**config.mk**
```make
export PLATFORM = sky130hd
export DESIGN_NAME = segment_allocator_fit_policies_top
export DESIGN_NICKNAME = d
export VERILOG_FILES = /design/src/hw/rtl/sgalloc_pkg.sv /design/src/hw/rtl/segment_allocator_fit_policies_top.sv /design/src/hw/rtl/sgalloc_dp.sv /design/src/hw/rtl/sgalloc_ctrl.sv
export SDC_FILE = /design/constraint.sdc
export NUM_CORES = 2
export LEC_CHECK = 0
export ABC_CLOCK_PERIOD_IN_PS = 9620
export BUFFER_PORTS_ARGS = -buffer_cell sky130_fd_sc_hd__buf_2
export CORE_MARGIN = 2
export CORE_UTILIZATION = 55
export DETAILED_ROUTE_END_ITERATION = 10
export PLACE_DENSITY = 0.71
export SLEW_MARGIN = 20
export SYNTH_ARGS = -nofsm -noshare
export SYNTH_HDL_FRONTEND = slang
export SYNTH_HIERARCHICAL = 1
export SYNTH_SLANG_ARGS = --single-unit
```
**constraint.sdc**
```tcl
create_clock -name clk -period 9.62 [get_ports clk]
set_input_delay 1.924 -clock clk [delete_from_list [all_inputs] [get_ports clk]]
set_output_delay 1.924 -clock clk [all_outputs]
set_load 0.1 [all_outputs]
```
**src/hw/rtl/sgalloc_pkg.sv**
```systemverilog
// ----------------------------------------------------------------------------
// Segment allocator package
// Shared command, result and status types of the allocator controller and
// datapath.
// ----------------------------------------------------------------------------
`default_nettype none

package sgalloc_pkg;

    typedef logic [3:0] cmd_code_t;

    localparam cmd_code_t CMD_NONE     = 4'd0;
    localparam cmd_code_t CMD_INIT     = 4'd1;
    localparam cmd_code_t CMD_START    = 4'd2;
    localparam cmd_code_t CMD_EV_ALLOC = 4'd3;
    localparam cmd_code_t CMD_EXACT    = 4'd4;
    localparam cmd_code_t CMD_SPLIT_N  = 4'd5;
    localparam cmd_code_t CMD_SPLIT_H  = 4'd6;
    localparam cmd_code_t CMD_EV_FREE  = 4'd7;
    localparam cmd_code_t CMD_MARK     = 4'd8;
    localparam cmd_code_t CMD_EV_NX    = 4'd9;
    localparam cmd_code_t CMD_LOAD_PV  = 4'd10;
    localparam cmd_code_t CMD_EV_PV    = 4'd11;
    localparam cmd_code_t CMD_RESULT   = 4'd12;

    typedef logic [2:0] status_code_t;

    localparam status_code_t ST_OK        = 3'd0;
    localparam status_code_t ST_NO_FIT    = 3'd1;
    localparam status_code_t ST_FULL      = 3'd2;
    localparam status_code_t ST_NOT_FOUND = 3'd3;
    localparam status_code_t ST_ZERO      = 3'd4;

    localparam logic [1:0] POL_FIRST = 2'd0;
    localparam logic [1:0] POL_NEXT  = 2'd1;
    localparam logic [1:0] POL_BEST  = 2'd2;
    localparam logic [1:0] POL_WORST = 2'd3;

    localparam logic OP_ALLOC = 1'b0;
    localparam logic OP_FREE  = 1'b1;

    localparam logic CFG_ARENA  = 1'b0;
    localparam logic CFG_POLICY = 1'b1;

    typedef struct packed {
        cmd_code_t    code;
        status_code_t result;
    } dp_cmd_t;

    typedef struct packed {
        logic is_free;
        logic size_zero;
        logic scan_go;
        logic ev_stop;
        logic found;
        logic exact;
        logic spare_done;
        logic spare_none;
        logic idx_in_range;
        logic free_match;
        logic link_live;
        logic out_ready;
    } dp_stat_t;

endpackage

`default_nettype wire

```
**src/hw/rtl/segment_allocator_fit_policies_top.sv**
```systemverilog
// ----------------------------------------------------------------------------
// Segment allocator with fit policies
// Allocates and frees segments of an arena described by a linked table.
// Each input word is an allocate or a free request; each produces one output
// word with status, granted offset and the count of table entries in use.
// Both channels use valid and stall; a word moves when valid is high and
// stall is low. The configuration port writes the arena size (which also
// re-initialises the table) or the placement policy; the user must write
// it only while the block is idle, as the block does not enforce this.
// One request is handled at a time. Each table entry visited takes a check
// state and an evaluate state, as each step waits on the registered table
// read, plus dispatch, update and output states. After reset the block
// writes the initial hole before taking its first word. The output register
// lets the next request be accepted while the previous word waits; a stalled
// receiver holds the word, and a finished request then waits for it to be free.
// ----------------------------------------------------------------------------
`default_nettype none

module segment_allocator_fit_policies_top
    import sgalloc_pkg::*;
#(
    parameter int TABLE_ENTRIES = 64,
    parameter int OFFSET_BITS   = 24
)
(
    input  wire                                 clk,
    input  wire                                 rst_n,
    input  wire                                 in_valid,
    output logic                                in_stall,
    input  wire                                 op,
    input  wire  [OFFSET_BITS-1:0]              req_bytes,
    input  wire  [OFFSET_BITS-1:0]              release_offset,
    output logic                                out_valid,
    input  wire                                 out_stall,
    output logic [2:0]                          status,
    output logic [OFFSET_BITS-1:0]              grant_offset,
    output logic [$clog2(TABLE_ENTRIES+1)-1:0]  entries_in_use,
    input  wire                                 cfg_we,
    input  wire                                 cfg_index,
    input  wire  [OFFSET_BITS-1:0]              cfg_data
);

    dp_cmd_t  cmd;
    dp_stat_t stat;

    sgalloc_ctrl u_ctrl (
        .clk      (clk),
        .rst_n    (rst_n),
        .in_valid (in_valid),
        .in_stall (in_stall),
        .stat     (stat),
        .cmd      (cmd)
    );

    sgalloc_dp #(
        .TABLE_ENTRIES (TABLE_ENTRIES),
        .OFFSET_BITS   (OFFSET_BITS)
    ) u_dp (
        .clk               (clk),
        .rst_n             (rst_n),
        .cmd               (cmd),
        .stat              (stat),
        .in_op             (op),
        .in_req_bytes      (req_bytes),
        .in_release_offset (release_offset),
        .cfg_we            (cfg_we),
        .cfg_index         (cfg_index),
        .cfg_data          (cfg_data),
        .out_valid         (out_valid),
        .out_stall         (out_stall),
        .out_status        (status),
        .out_grant         (grant_offset),
        .out_count         (entries_in_use)
    );

endmodule

`default_nettype wire

```
**src/hw/rtl/sgalloc_dp.sv**
```systemverilog
// ----------------------------------------------------------------------------
// Segment allocator datapath
// Segment table memories, valid bits, scan registers, configuration and the
// output word register.
// ----------------------------------------------------------------------------
`default_nettype none

module sgalloc_dp
    import sgalloc_pkg::*;
#(
    parameter int TABLE_ENTRIES = 64,
    parameter int OFFSET_BITS   = 24
)
(
    input  wire                                     clk,
    input  wire                                     rst_n,
    input  dp_cmd_t                                 cmd,
    output dp_stat_t                                stat,
    input  wire                                     in_op,
    input  wire  [OFFSET_BITS-1:0]                  in_req_bytes,
    input  wire  [OFFSET_BITS-1:0]                  in_release_offset,
    input  wire                                     cfg_we,
    input  wire                                     cfg_index,
    input  wire  [OFFSET_BITS-1:0]                  cfg_data,
    output logic                                    out_valid,
    input  wire                                     out_stall,
    output logic [2:0]                              out_status,
    output logic [OFFSET_BITS-1:0]                  out_grant,
    output logic [$clog2(TABLE_ENTRIES+1)-1:0]      out_count
);

    localparam int OB = OFFSET_BITS;
    localparam int IW = $clog2(TABLE_ENTRIES);
    localparam int LW = $clog2(TABLE_ENTRIES + 1);
    localparam logic [LW-1:0] NONE = LW'(TABLE_ENTRIES);
    localparam logic [OB-1:0] TOP = {{(OB-2){1'b1}}, 2'b00};
    localparam logic [OB-1:0] ARENA_RST = (OB >= 13) ? OB'(4096) : TOP;

    logic [OB-1:0] start_mem [TABLE_ENTRIES];
    logic [OB-1:0] len_mem   [TABLE_ENTRIES];
    logic [LW-1:0] succ_mem  [TABLE_ENTRIES];
    logic [LW-1:0] pred_mem  [TABLE_ENTRIES];
    logic          hole_mem  [TABLE_ENTRIES];

    logic [OB-1:0] rd_start_reg;
    logic [OB-1:0] rd_len_reg;
    logic [LW-1:0] rd_succ_reg;
    logic [LW-1:0] rd_pred_reg;
    logic          rd_hole_reg;

    logic [OB-1:0]            arena_reg;
    logic [1:0]               policy_reg;
    logic                     op_reg;
    logic [OB:0]              size_reg;
    logic [OB-1:0]            off_reg;
    logic [LW-1:0]            cur_reg, cur_next;
    logic [LW-1:0]            steps_reg;
    logic [LW-1:0]            s_reg;
    logic                     h_found_reg;
    logic [LW-1:0]            h_idx_reg;
    logic [OB-1:0]            h_start_reg;
    logic [OB-1:0]            h_len_reg;
    logic [LW-1:0]            h_pred_reg;
    logic [LW-1:0]            sp_reg;
    logic [LW-1:0]            e_idx_reg;
    logic [OB-1:0]            e_len_reg;
    logic [LW-1:0]            e_succ_reg;
    logic [LW-1:0]            e_pred_reg;
    logic [LW-1:0]            head_reg;
    logic [LW-1:0]            rover_reg;
    logic [LW-1:0]            count_reg;
    logic [TABLE_ENTRIES-1:0] valid_reg;
    logic                     out_valid_reg;
    logic [2:0]               out_status_reg;
    logic [OB-1:0]            out_grant_reg;
    logic [LW-1:0]            out_count_reg;

    logic          init_go;
    logic [OB-1:0] init_len;
    logic [OB:0]   arena_sum;
    logic [OB-1:0] arena_val;
    logic [OB:0]   size_in;
    logic          fits, better, take;
    logic [LW-1:0] nx_wrap;
    logic [LW-1:0] start_pick;
    logic          load_out;

    logic          we_start, we_len, we_succ, we_pred, we_hole;
    logic [LW-1:0] wa_start, wa_len, wa_succ, wa_pred, wa_hole;
    logic [OB-1:0] wd_start, wd_len;
    logic [LW-1:0] wd_succ, wd_pred;
    logic          wd_hole;

    function automatic logic is_live(input logic [LW-1:0] l,
                                     input logic [TABLE_ENTRIES-1:0] v);
        return (l < NONE) && v[l[IW-1:0]];
    endfunction

    assign arena_sum = {1'b0, cfg_data} + (OB+1)'(3);
    assign arena_val = arena_sum[OB] ? TOP : {arena_sum[OB-1:2], 2'b00};
    assign init_go   = (cmd.code == CMD_INIT) || (cfg_we && cfg_index == CFG_ARENA);
    assign init_len  = (cfg_we && cfg_index == CFG_ARENA) ? arena_val : arena_reg;
    assign size_in   = ({1'b0, in_req_bytes} + (OB+1)'(3)) & ~(OB+1)'(3);

    assign fits    = rd_hole_reg && ({1'b0, rd_len_reg} >= size_reg);
    assign better  = !h_found_reg || (policy_reg == POL_FIRST) || (policy_reg == POL_NEXT)
                     || (policy_reg == POL_BEST && rd_len_reg < h_len_reg)
                     || (policy_reg == POL_WORST && rd_len_reg > h_len_reg);
    assign take    = fits && better;
    assign nx_wrap = (rd_succ_reg >= NONE) ? head_reg : rd_succ_reg;
    assign start_pick = is_live(rover_reg, valid_reg) ? rover_reg : head_reg;
    assign load_out = (cmd.code == CMD_RESULT);

    always_comb
    begin
        stat.is_free      = (op_reg == OP_FREE);
        stat.size_zero    = (size_reg == '0);
        stat.scan_go      = is_live(cur_reg, valid_reg) && (steps_reg < NONE);
        stat.ev_stop      = ((policy_reg == POL_FIRST || policy_reg == POL_NEXT) && fits)
                            || (policy_reg == POL_NEXT && nx_wrap == s_reg);
        stat.found        = h_found_reg;
        stat.exact        = ({1'b0, h_len_reg} == size_reg);
        stat.spare_none   = (sp_reg == NONE);
        stat.spare_done   = (sp_reg == NONE) || !valid_reg[sp_reg[IW-1:0]];
        stat.idx_in_range = (cur_reg < NONE);
        stat.free_match   = valid_reg[cur_reg[IW-1:0]] && !rd_hole_reg
                            && (rd_start_reg == off_reg);
        stat.link_live    = is_live(cur_reg, valid_reg);
        stat.out_ready    = !out_valid_reg || !out_stall;
    end

    always_comb
    begin
        we_start = 1'b0; wa_start = '0; wd_start = '0;
        we_len   = 1'b0; wa_len   = '0; wd_len   = '0;
        we_succ  = 1'b0; wa_succ  = '0; wd_succ  = '0;
        we_pred  = 1'b0; wa_pred  = '0; wd_pred  = '0;
        we_hole  = 1'b0; wa_hole  = '0; wd_hole  = 1'b0;
        if (init_go)
        begin
            we_start = 1'b1; wd_start = '0;
            we_len   = 1'b1; wd_len   = init_len;
            we_succ  = 1'b1; wd_succ  = NONE;
            we_pred  = 1'b1; wd_pred  = NONE;
            we_hole  = 1'b1; wd_hole  = 1'b1;
        end
        else
        begin
            unique case (cmd.code)
                CMD_EXACT:
                begin
                    we_hole = 1'b1; wa_hole = h_idx_reg; wd_hole = 1'b0;
                end
                CMD_SPLIT_N:
                begin
                    we_start = 1'b1; wa_start = sp_reg; wd_start = h_start_reg;
                    we_len   = 1'b1; wa_len   = sp_reg; wd_len   = size_reg[OB-1:0];
                    we_succ  = 1'b1; wa_succ  = sp_reg; wd_succ  = h_idx_reg;
                    we_pred  = 1'b1; wa_pred  = sp_reg; wd_pred  = h_pred_reg;
                    we_hole  = 1'b1; wa_hole  = sp_reg; wd_hole  = 1'b0;
                end
                CMD_SPLIT_H:
                begin
                    we_succ  = (h_pred_reg < NONE); wa_succ = h_pred_reg; wd_succ = sp_reg;
                    we_pred  = 1'b1; wa_pred  = h_idx_reg; wd_pred = sp_reg;
                    we_start = 1'b1; wa_start = h_idx_reg;
                    wd_start = h_start_reg + size_reg[OB-1:0];
                    we_len   = 1'b1; wa_len   = h_idx_reg;
                    wd_len   = h_len_reg - size_reg[OB-1:0];
                end
                CMD_MARK:
                begin
                    we_hole = 1'b1; wa_hole = e_idx_reg; wd_hole = 1'b1;
                end
                CMD_EV_NX:
                begin
                    we_len  = rd_hole_reg; wa_len  = e_idx_reg; wd_len = e_len_reg + rd_len_reg;
                    we_succ = rd_hole_reg; wa_succ = e_idx_reg; wd_succ = rd_succ_reg;
                    we_pred = rd_hole_reg && (rd_succ_reg < NONE);
                    wa_pred = rd_succ_reg; wd_pred = e_idx_reg;
                end
                CMD_EV_PV:
                begin
                    we_len  = rd_hole_reg; wa_len  = cur_reg; wd_len = rd_len_reg + e_len_reg;
                    we_succ = rd_hole_reg; wa_succ = cur_reg; wd_succ = e_succ_reg;
                    we_pred = rd_hole_reg && (e_succ_reg < NONE);
                    wa_pred = e_succ_reg; wd_pred = cur_reg;
                end
                default:
                begin
                    we_hole = 1'b0;
                end
            endcase
        end
    end

    always_ff @(posedge clk)
    begin
        if (we_start) start_mem[wa_start[IW-1:0]] <= wd_start;
        if (we_len)   len_mem[wa_len[IW-1:0]]     <= wd_len;
        if (we_succ)  succ_mem[wa_succ[IW-1:0]]   <= wd_succ;
        if (we_pred)  pred_mem[wa_pred[IW-1:0]]   <= wd_pred;
        if (we_hole)  hole_mem[wa_hole[IW-1:0]]   <= wd_hole;
        rd_start_reg <= start_mem[cur_reg[IW-1:0]];
        rd_len_reg   <= len_mem[cur_reg[IW-1:0]];
        rd_succ_reg  <= succ_mem[cur_reg[IW-1:0]];
        rd_pred_reg  <= pred_mem[cur_reg[IW-1:0]];
        rd_hole_reg  <= hole_mem[cur_reg[IW-1:0]];
    end

    always_comb
    begin
        cur_next = cur_reg;
        unique case (cmd.code)
            CMD_START:    cur_next = (in_op == OP_FREE) ? '0
                                     : ((policy_reg == POL_NEXT) ? start_pick : head_reg);
            CMD_EV_ALLOC: cur_next = (policy_reg == POL_NEXT) ? nx_wrap : rd_succ_reg;
            CMD_EV_FREE:  cur_next = stat.free_match ? cur_reg : cur_reg + LW'(1);
            CMD_MARK:     cur_next = e_succ_reg;
            CMD_EV_NX:    cur_next = e_pred_reg;
            CMD_LOAD_PV:  cur_next = e_pred_reg;
            default:      cur_next = cur_reg;
        endcase
    end

    always_ff @(posedge clk)
    begin
        unique case (cmd.code)
            CMD_START:
            begin
                op_reg      <= in_op;
                size_reg    <= size_in;
                off_reg     <= in_release_offset;
                steps_reg   <= '0;
                s_reg       <= (policy_reg == POL_NEXT) ? start_pick : head_reg;
                h_found_reg <= 1'b0;
            end
            CMD_EV_ALLOC:
            begin
                steps_reg <= steps_reg + LW'(1);
                if (take)
                begin
                    h_found_reg <= 1'b1;
                    h_idx_reg   <= cur_reg;
                    h_start_reg <= rd_start_reg;
                    h_len_reg   <= rd_len_reg;
                    h_pred_reg  <= rd_pred_reg;
                end
            end
            CMD_EV_FREE:
            begin
                if (stat.free_match)
                begin
                    e_idx_reg  <= cur_reg;
                    e_len_reg  <= rd_len_reg;
                    e_succ_reg <= rd_succ_reg;
                    e_pred_reg <= rd_pred_reg;
                end
            end
            CMD_EV_NX:
            begin
                if (rd_hole_reg)
                begin
                    e_len_reg  <= e_len_reg + rd_len_reg;
                    e_succ_reg <= rd_succ_reg;
                end
            end
            default:
            begin
                e_idx_reg <= e_idx_reg;
            end
        endcase
        if (load_out)
        begin
            out_status_reg <= cmd.result;
            out_grant_reg  <= (cmd.result == ST_OK && op_reg == OP_ALLOC) ? h_start_reg : '0;
            out_count_reg  <= count_reg;
        end
    end

    always_ff @(posedge clk or negedge rst_n)
    begin
        if (!rst_n)
        begin
            arena_reg     <= ARENA_RST;
            policy_reg    <= POL_FIRST;
            cur_reg       <= '0;
            sp_reg        <= '0;
            head_reg      <= '0;
            rover_reg     <= '0;
            count_reg     <= LW'(1);
            valid_reg     <= '0;
            out_valid_reg <= 1'b0;
        end
        else
        begin
            cur_reg <= cur_next;
            if (cfg_we && cfg_index == CFG_ARENA)
                arena_reg <= arena_val;
            if (cfg_we && cfg_index == CFG_POLICY)
                policy_reg <= cfg_data[1:0];

            if (cmd.code == CMD_START)
                sp_reg <= '0;
            else if (!stat.spare_done)
                sp_reg <= sp_reg + LW'(1);

            if (init_go)
            begin
                valid_reg    <= {{(TABLE_ENTRIES-1){1'b0}}, 1'b1};
                head_reg     <= '0;
                rover_reg    <= '0;
                count_reg    <= LW'(1);
            end
            else
            begin
                unique case (cmd.code)
                    CMD_EXACT:
                    begin
                        if (policy_reg == POL_NEXT)
                            rover_reg <= h_idx_reg;
                    end
                    CMD_SPLIT_N:
                    begin
                        valid_reg[sp_reg[IW-1:0]] <= 1'b1;
                        count_reg <= count_reg + LW'(1);
                    end
                    CMD_SPLIT_H:
                    begin
                        if (h_pred_reg >= NONE)
                            head_reg <= sp_reg;
                        if (policy_reg == POL_NEXT)
                            rover_reg <= h_idx_reg;
                    end
                    CMD_EV_NX:
                    begin
                        if (rd_hole_reg)
                        begin
                            valid_reg[cur_reg[IW-1:0]] <= 1'b0;
                            count_reg <= count_reg - LW'(1);
                            if (rover_reg == cur_reg)
                                rover_reg <= e_idx_reg;
                        end
                    end
                    CMD_EV_PV:
                    begin
                        if (rd_hole_reg)
                        begin
                            valid_reg[e_idx_reg[IW-1:0]] <= 1'b0;
                            count_reg <= count_reg - LW'(1);
                            if (rover_reg == e_idx_reg)
                                rover_reg <= cur_reg;
                        end
                    end
                    default:
                    begin
                        count_reg <= count_reg;
                    end
                endcase
            end

            if (load_out)
                out_valid_reg <= 1'b1;
            else if (!out_stall)
                out_valid_reg <= 1'b0;
        end
    end

    assign out_valid  = out_valid_reg;
    assign out_status = out_status_reg;
    assign out_grant  = out_grant_reg;
    assign out_count  = out_count_reg;

endmodule

`default_nettype wire

```
**src/hw/rtl/sgalloc_ctrl.sv**
```systemverilog
// ----------------------------------------------------------------------------
// Segment allocator controller
// Sequences the table scan, the split or merge updates and the result word.
// ----------------------------------------------------------------------------
`default_nettype none

module sgalloc_ctrl
    import sgalloc_pkg::*;
(
    input  wire      clk,
    input  wire      rst_n,
    input  wire      in_valid,
    output logic     in_stall,
    input  dp_stat_t stat,
    output dp_cmd_t  cmd
);

    localparam logic [4:0] S_INIT  = 5'd0;
    localparam logic [4:0] S_IDLE  = 5'd1;
    localparam logic [4:0] S_DISP  = 5'd2;
    localparam logic [4:0] S_ACHK  = 5'd3;
    localparam logic [4:0] S_AEV   = 5'd4;
    localparam logic [4:0] S_PICK  = 5'd5;
    localparam logic [4:0] S_EXACT = 5'd6;
    localparam logic [4:0] S_SPLN  = 5'd7;
    localparam logic [4:0] S_SPLH  = 5'd8;
    localparam logic [4:0] S_FCHK  = 5'd9;
    localparam logic [4:0] S_FEV   = 5'd10;
    localparam logic [4:0] S_MARK  = 5'd11;
    localparam logic [4:0] S_NCHK  = 5'd12;
    localparam logic [4:0] S_NEV   = 5'd13;
    localparam logic [4:0] S_PCHK  = 5'd14;
    localparam logic [4:0] S_PEV   = 5'd15;
    localparam logic [4:0] S_FIN   = 5'd16;

    logic [4:0]   state_reg, state_next;
    status_code_t res_reg, res_next;

    always_comb
    begin
        state_next = state_reg;
        res_next   = res_reg;
        cmd.code   = CMD_NONE;
        cmd.result = res_reg;
        unique case (state_reg)
            S_INIT:
            begin
                cmd.code   = CMD_INIT;
                state_next = S_IDLE;
            end
            S_IDLE:
            begin
                if (in_valid)
                begin
                    cmd.code   = CMD_START;
                    state_next = S_DISP;
                end
            end
            S_DISP:
            begin
                priority if (stat.is_free)
                    state_next = S_FCHK;
                else if (stat.size_zero)
                begin
                    res_next   = ST_ZERO;
                    state_next = S_FIN;
                end
                else
                    state_next = S_ACHK;
            end
            S_ACHK:
            begin
                state_next = stat.scan_go ? S_AEV : S_PICK;
            end
            S_AEV:
            begin
                cmd.code   = CMD_EV_ALLOC;
                state_next = stat.ev_stop ? S_PICK : S_ACHK;
            end
            S_PICK:
            begin
                priority if (!stat.found)
                begin
                    res_next   = ST_NO_FIT;
                    state_next = S_FIN;
                end
                else if (stat.exact)
                    state_next = S_EXACT;
                else if (!stat.spare_done)
                    state_next = S_PICK;
                else if (stat.spare_none)
                begin
                    res_next   = ST_FULL;
                    state_next = S_FIN;
                end
                else
                    state_next = S_SPLN;
            end
            S_EXACT:
            begin
                cmd.code   = CMD_EXACT;
                res_next   = ST_OK;
                state_next = S_FIN;
            end
            S_SPLN:
            begin
                cmd.code   = CMD_SPLIT_N;
                state_next = S_SPLH;
            end
            S_SPLH:
            begin
                cmd.code   = CMD_SPLIT_H;
                res_next   = ST_OK;
                state_next = S_FIN;
            end
            S_FCHK:
            begin
                if (stat.idx_in_range)
                    state_next = S_FEV;
                else
                begin
                    res_next   = ST_NOT_FOUND;
                    state_next = S_FIN;
                end
            end
            S_FEV:
            begin
                cmd.code   = CMD_EV_FREE;
                state_next = stat.free_match ? S_MARK : S_FCHK;
            end
            S_MARK:
            begin
                cmd.code   = CMD_MARK;
                state_next = S_NCHK;
            end
            S_NCHK:
            begin
                if (stat.link_live)
                    state_next = S_NEV;
                else
                begin
                    cmd.code   = CMD_LOAD_PV;
                    state_next = S_PCHK;
                end
            end
            S_NEV:
            begin
                cmd.code   = CMD_EV_NX;
                state_next = S_PCHK;
            end
            S_PCHK:
            begin
                res_next = ST_OK;
                state_next = stat.link_live ? S_PEV : S_FIN;
            end
            S_PEV:
            begin
                cmd.code   = CMD_EV_PV;
                res_next   = ST_OK;
                state_next = S_FIN;
            end
            S_FIN:
            begin
                if (stat.out_ready)
                begin
                    cmd.code   = CMD_RESULT;
                    state_next = S_IDLE;
                end
            end
            default:
            begin
                state_next = S_INIT;
            end
        endcase
    end

    always_ff @(posedge clk or negedge rst_n)
    begin
        if (!rst_n)
        begin
            state_reg <= S_INIT;
            res_reg   <= ST_OK;
        end
        else
        begin
            state_reg <= state_next;
            res_reg   <= res_next;
        end
    end

    assign in_stall = (state_reg != S_IDLE);

endmodule

`default_nettype wire

```
==> impl.org <==
** Run status
- Run status :: completed

** Timing
- Worst clock skew :: around 0.13 ns
- The number of hold violations in the final report came to 0.
- Final-report max-slew violation count :: 0
- Shortest period the worst path allows :: between 8 and 9 ns
- Setup violations remaining at the end of the flow were counted as 0.
- Highest attainable clock frequency :: 124 MHz
- Worst slew pin tran :: roughly 1.3 ns
- Setup repair after global routing left no endpoint under its margin.
- Max-slew headroom :: 16.0%
- In the final timing run, aggregate negative setup slack is 0 ns.
- Final worst-path cycle share :: a little over four fifths

** Setup path
- Along the worst path, the maximum fanout reaches 31.
- Across all register-to-register paths, the minimum setup slack is 1.56 ns.
- Data on the critical path is required at its endpoint by 10.20 ns.
- The worst setup path is of the reg2reg kind.
- Data arrival, critical path :: 8.65 ns
- The worst setup path is captured at a register.
- STA classifies the critical path startpoint as a register.

** Die
- Site row count :: 204
- Overall die area :: about 310000 um2
- The die is 561 um tall.
- Die boundary width :: 561 um
- Floorplan core area :: around 310000 um2
- Initial cell density of the core :: between 50% and 60%
- Top-Level Pins :: approximately 120

** Detailed routing
- Count of vias placed by the detailed router :: 107000
- Dividing the detail-routed wire length by the instance count gives 34.4 um.
- Drt initial violations :: between 15000 and 20000
- After detailed routing, the number of remaining DRC violations is 0.
- Sum of routed wire length over all layers :: 520000 um
- Router iterations before antenna repair :: 9
- In this run the remaining antenna-violating nets after routing total 0.
- After detailed routing, the number of vias per cell comes to 7.08.

** Yosys
- Netlist area before placement :: around 170000 um2
- The Yosys step of the flow raised 6 warnings.
- The share of the Yosys chip area taken by registers is around 77%.
- Async SR Flop Fraction :: 3.02%
- Leading register cell type out of synthesis :: edfxtp_1
- Yosys mapped a number of flops with a built-in enable equal to roughly 4200.
- Synthesized flop and latch total :: about 4400
- Count of unique library cells instantiated by Yosys :: 97
- Average footprint of a synthesized cell :: 16.5 um2
- Synth Net Count :: roughly 11000
- Gate Count Post-Synth :: about 10000

** Clock network
- The tree is rooted in a clkbuf_16.
- Post-CTS repair changed the size of 0 cells.
- Clock latency on the worst-skew pair :: 1.02 ns
- Count of hold-fix buffers inserted at cts :: 0
- TritonCTS built the clock tree.
- In this run the post-CTS setup repair buffer count came out at 0.
- Clock slew at the register clock pins of the worst setup and hold paths :: 0.06 ns
- The H-tree was split into 5 levels.
- Counting along the longest clock path gives a buffer depth of 4.
- CTS sink count :: between 4000 and 5000
- Number of buffers added by the clock tree synthesis step :: 425

** Flow run
- Max-cap violations in this run came to 0.

** Pwr
- Of the total power, combinational logic draws 27.8%.
- Net Switching :: 20.1 mW
- In this run the static leakage power is 63.7 nW.
- Power Internal :: 36.6 mW
- Switching power as a share of total power :: 35.5%
- Across the VDD grid, the largest voltage drop is 0.222 mV.
- The clock network burns between 20 and 30% of the power.
- Overall power consumption after layout is estimated at 56.7 mW.
- In this run the power density over the cells is slightly below 300 nW/um2.
- Share of power burned in registers :: 42.5%

** Final layout
- At the end of the flow, the number of nets in the layout was between 10000 and 15000.
- Cells with a size suffix above 1 make up 13.0% of the layout.
- From synthesis to final layout, the design area changed by 12.5%.

** Placement
- Input and output buffers added on the ports amount to 114.
- The wire-length estimate of the detail-placed layout is 311000 um.
- Routability congestion estimate :: 1.00

** Global route
- Number of antenna violations at the first check in global routing :: 28
- Via count of the first global-routing pass :: 100000
- Global-route congestion overflow total :: 0
- Across every metal layer, demand over resource in global routing totals about a third.
- Entering global routing, the biggest net connects 131 pins.
- The first global-routing pass estimated between 700000 and 800000 um of wire.

** Min path
- Hold WC Path Type :: reg2reg
[path summary, 6_finish.rpt]
kind / from / end / cells past startpoint
worst min-delay path: u_dp/rd_pred_reg[4] / u_dp/h_pred_reg[4] / 0
worst max-delay path: u_dp/cur_reg[1] / u_dp/pred_mem[1][5] / 19
worst max register to register: u_dp/cur_reg[1] / u_dp/pred_mem[1][5] / 19
max in group asynchronous: rst_n / u_dp/valid_reg[0] / 2
min in group asynchronous: rst_n / u_dp/out_valid / 1
worst min register to register: u_dp/rd_pred_reg[4] / u_dp/h_pred_reg[4] / 0
[stage by stage]
step	cells	utilization, %	setup WS, ns	hold slack [ns]	instance area [um2]
2_1_floorplan	10300	-	1.01	0.404	171000
3_3_place_gp	14300	57.6	1.96	0.411	178000
3_5_place_dp	14300	57.6	1.88	0.415	178000
4_1_cts	15100	62.1	1.86	0.444	192000
5_1_grt	15100	62.2	1.42	0.449	192000
6_report	15100	62.2	1.56	0.447	192000
[worst max-delay path, cell delays in order, from the launching register on]
cell	delay [ns]
dfrtp_1	0.89
buf_4	0.36
and3b_4	0.38
a22oi_1	0.25
a41o_1	0.20
o211ai_1	0.13
nor3_1	0.87
nor2_1	0.23
nor3_1	0.20
a21oi_1	0.07
a2bb2oi_1	0.15
nor2_2	0.12
buf_4	0.36
nand2b_1	0.30
nor3_2	0.06
buf_4	0.24
nor2_4	0.74
buf_4	0.29
nand4_1	0.91
nor2_1	0.89
[final cells by class]
type | instances | area (um2)
Timing Repair Buffer | 491 | 3630
Clock buffer | 519 | 11100
Fill cell | 21300 | 117000
Tap cell | 4120 | 5150
Inverter | 85 | 319
Antenna cell | 8 | 20.0
Clock inverter | 265 | 2980
Multi-Input combinational cell | 5178 | 36900
Sequential cell | 4433 | 132000
[synthesized netlist by cell type, types with 9 or more instances]
master    number  area, um2
edfxtp_1    4236     127000
a22oi_1     1304       9790
nor2_1       518       1940
a21oi_1      429       2150
a22o_1       395       3460
clkbuf_1     393       1480
a221oi_1     392       3430
a31oi_1      302       1890
nand2_1      287       1080
nand3_1      224       1120
nand4_1      163       1020
dfrtp_1      132       3300
buf_2        131        656
ha_1         120       1500
buf_1        113        424
o21ai_0      100        500
inv_1         83        312
xnor2_1       82        718
a211oi_1      81        608
xor2_1        68        596
o22ai_1       64        400
dfxtp_1       63       1260
a21o_1        52        390
nor3_1        48        240
and2_1        47        294
nor4_1        43        269
a41oi_1       38        333
mux4_2        33        743
mux2i_1       29        290
nand2b_1      25        156
nor2b_1       25        156
mux2_2        22        248
and3_1        21        131
nor3b_1       17        128
o21a_1        17        128
or3_1         15       93.8
a211o_1       13        114
and4_1        13        114
o21ai_1       13       65.1
a21boi_0      11       82.6
nand3b_1      11       82.6
buf_4         10       75.1
or2_2         10       62.6
o31ai_1        9       67.6
[routing by layer]
| metal | global-route usage [%] | vias up | share of wire (%) |
|---|---|---|---|
| met5 | 0 | - | 0.018 |
| met4 | 12.3 | 18 | 4.2 |
| met3 | 10.2 | 1170 | 16 |
| met2 | 46.1 | 8753 | 43 |
| met1 | 46.3 | 53700 | 37 |
| li1 | - | 43300 | - |
[power by group through the flow]
stage	Sequential [mW]	Clock (mW)	Combinational, mW
global placement	24.4	0	14.8
finish	24.1	16.8	15.8
detailed placement	24.4	0	15.0
global route	24.1	17.7	16.2
floorplan	24.1	0	8.21
CTS	24.1	16.9	15.1
[layout by cell type, fill, tap and decap left out, types with 68 or more instances in the layout]
cell type  netlist  final
a211oi_1        81     81
a21oi_1        429    425
a221oi_1       392    391
a22o_1         395    393
a22oi_1       1304   1304
a31oi_1        302    285
buf_2          131    113
buf_4           10    360
clkbuf_1       393     86
clkbuf_16        0    427
clkinv_1         0     93
clkinv_2         0     71
dfrtp_1        132    132
edfxtp_1      4236   4236
ha_1           120    120
inv_1           83     83
nand2_1        287    283
nand3_1        224    220
nand4_1        163    163
nor2_1         518    370
nor2_2           1    131
o21ai_0        100     90
xnor2_1         82     82
xor2_1          68     68
[cell families after synthesis]
family / synth area share [%]
AOI/OAI and AO/OA: 14.2
muxes: 0.819
adders and majority gates: 0.927
DFF: 77.3
xor gates and xnor gates: 0.770
buffers and inverters: 1.76
and+or+nand+nor: 4.20
(Power assumes the default switching activity.)
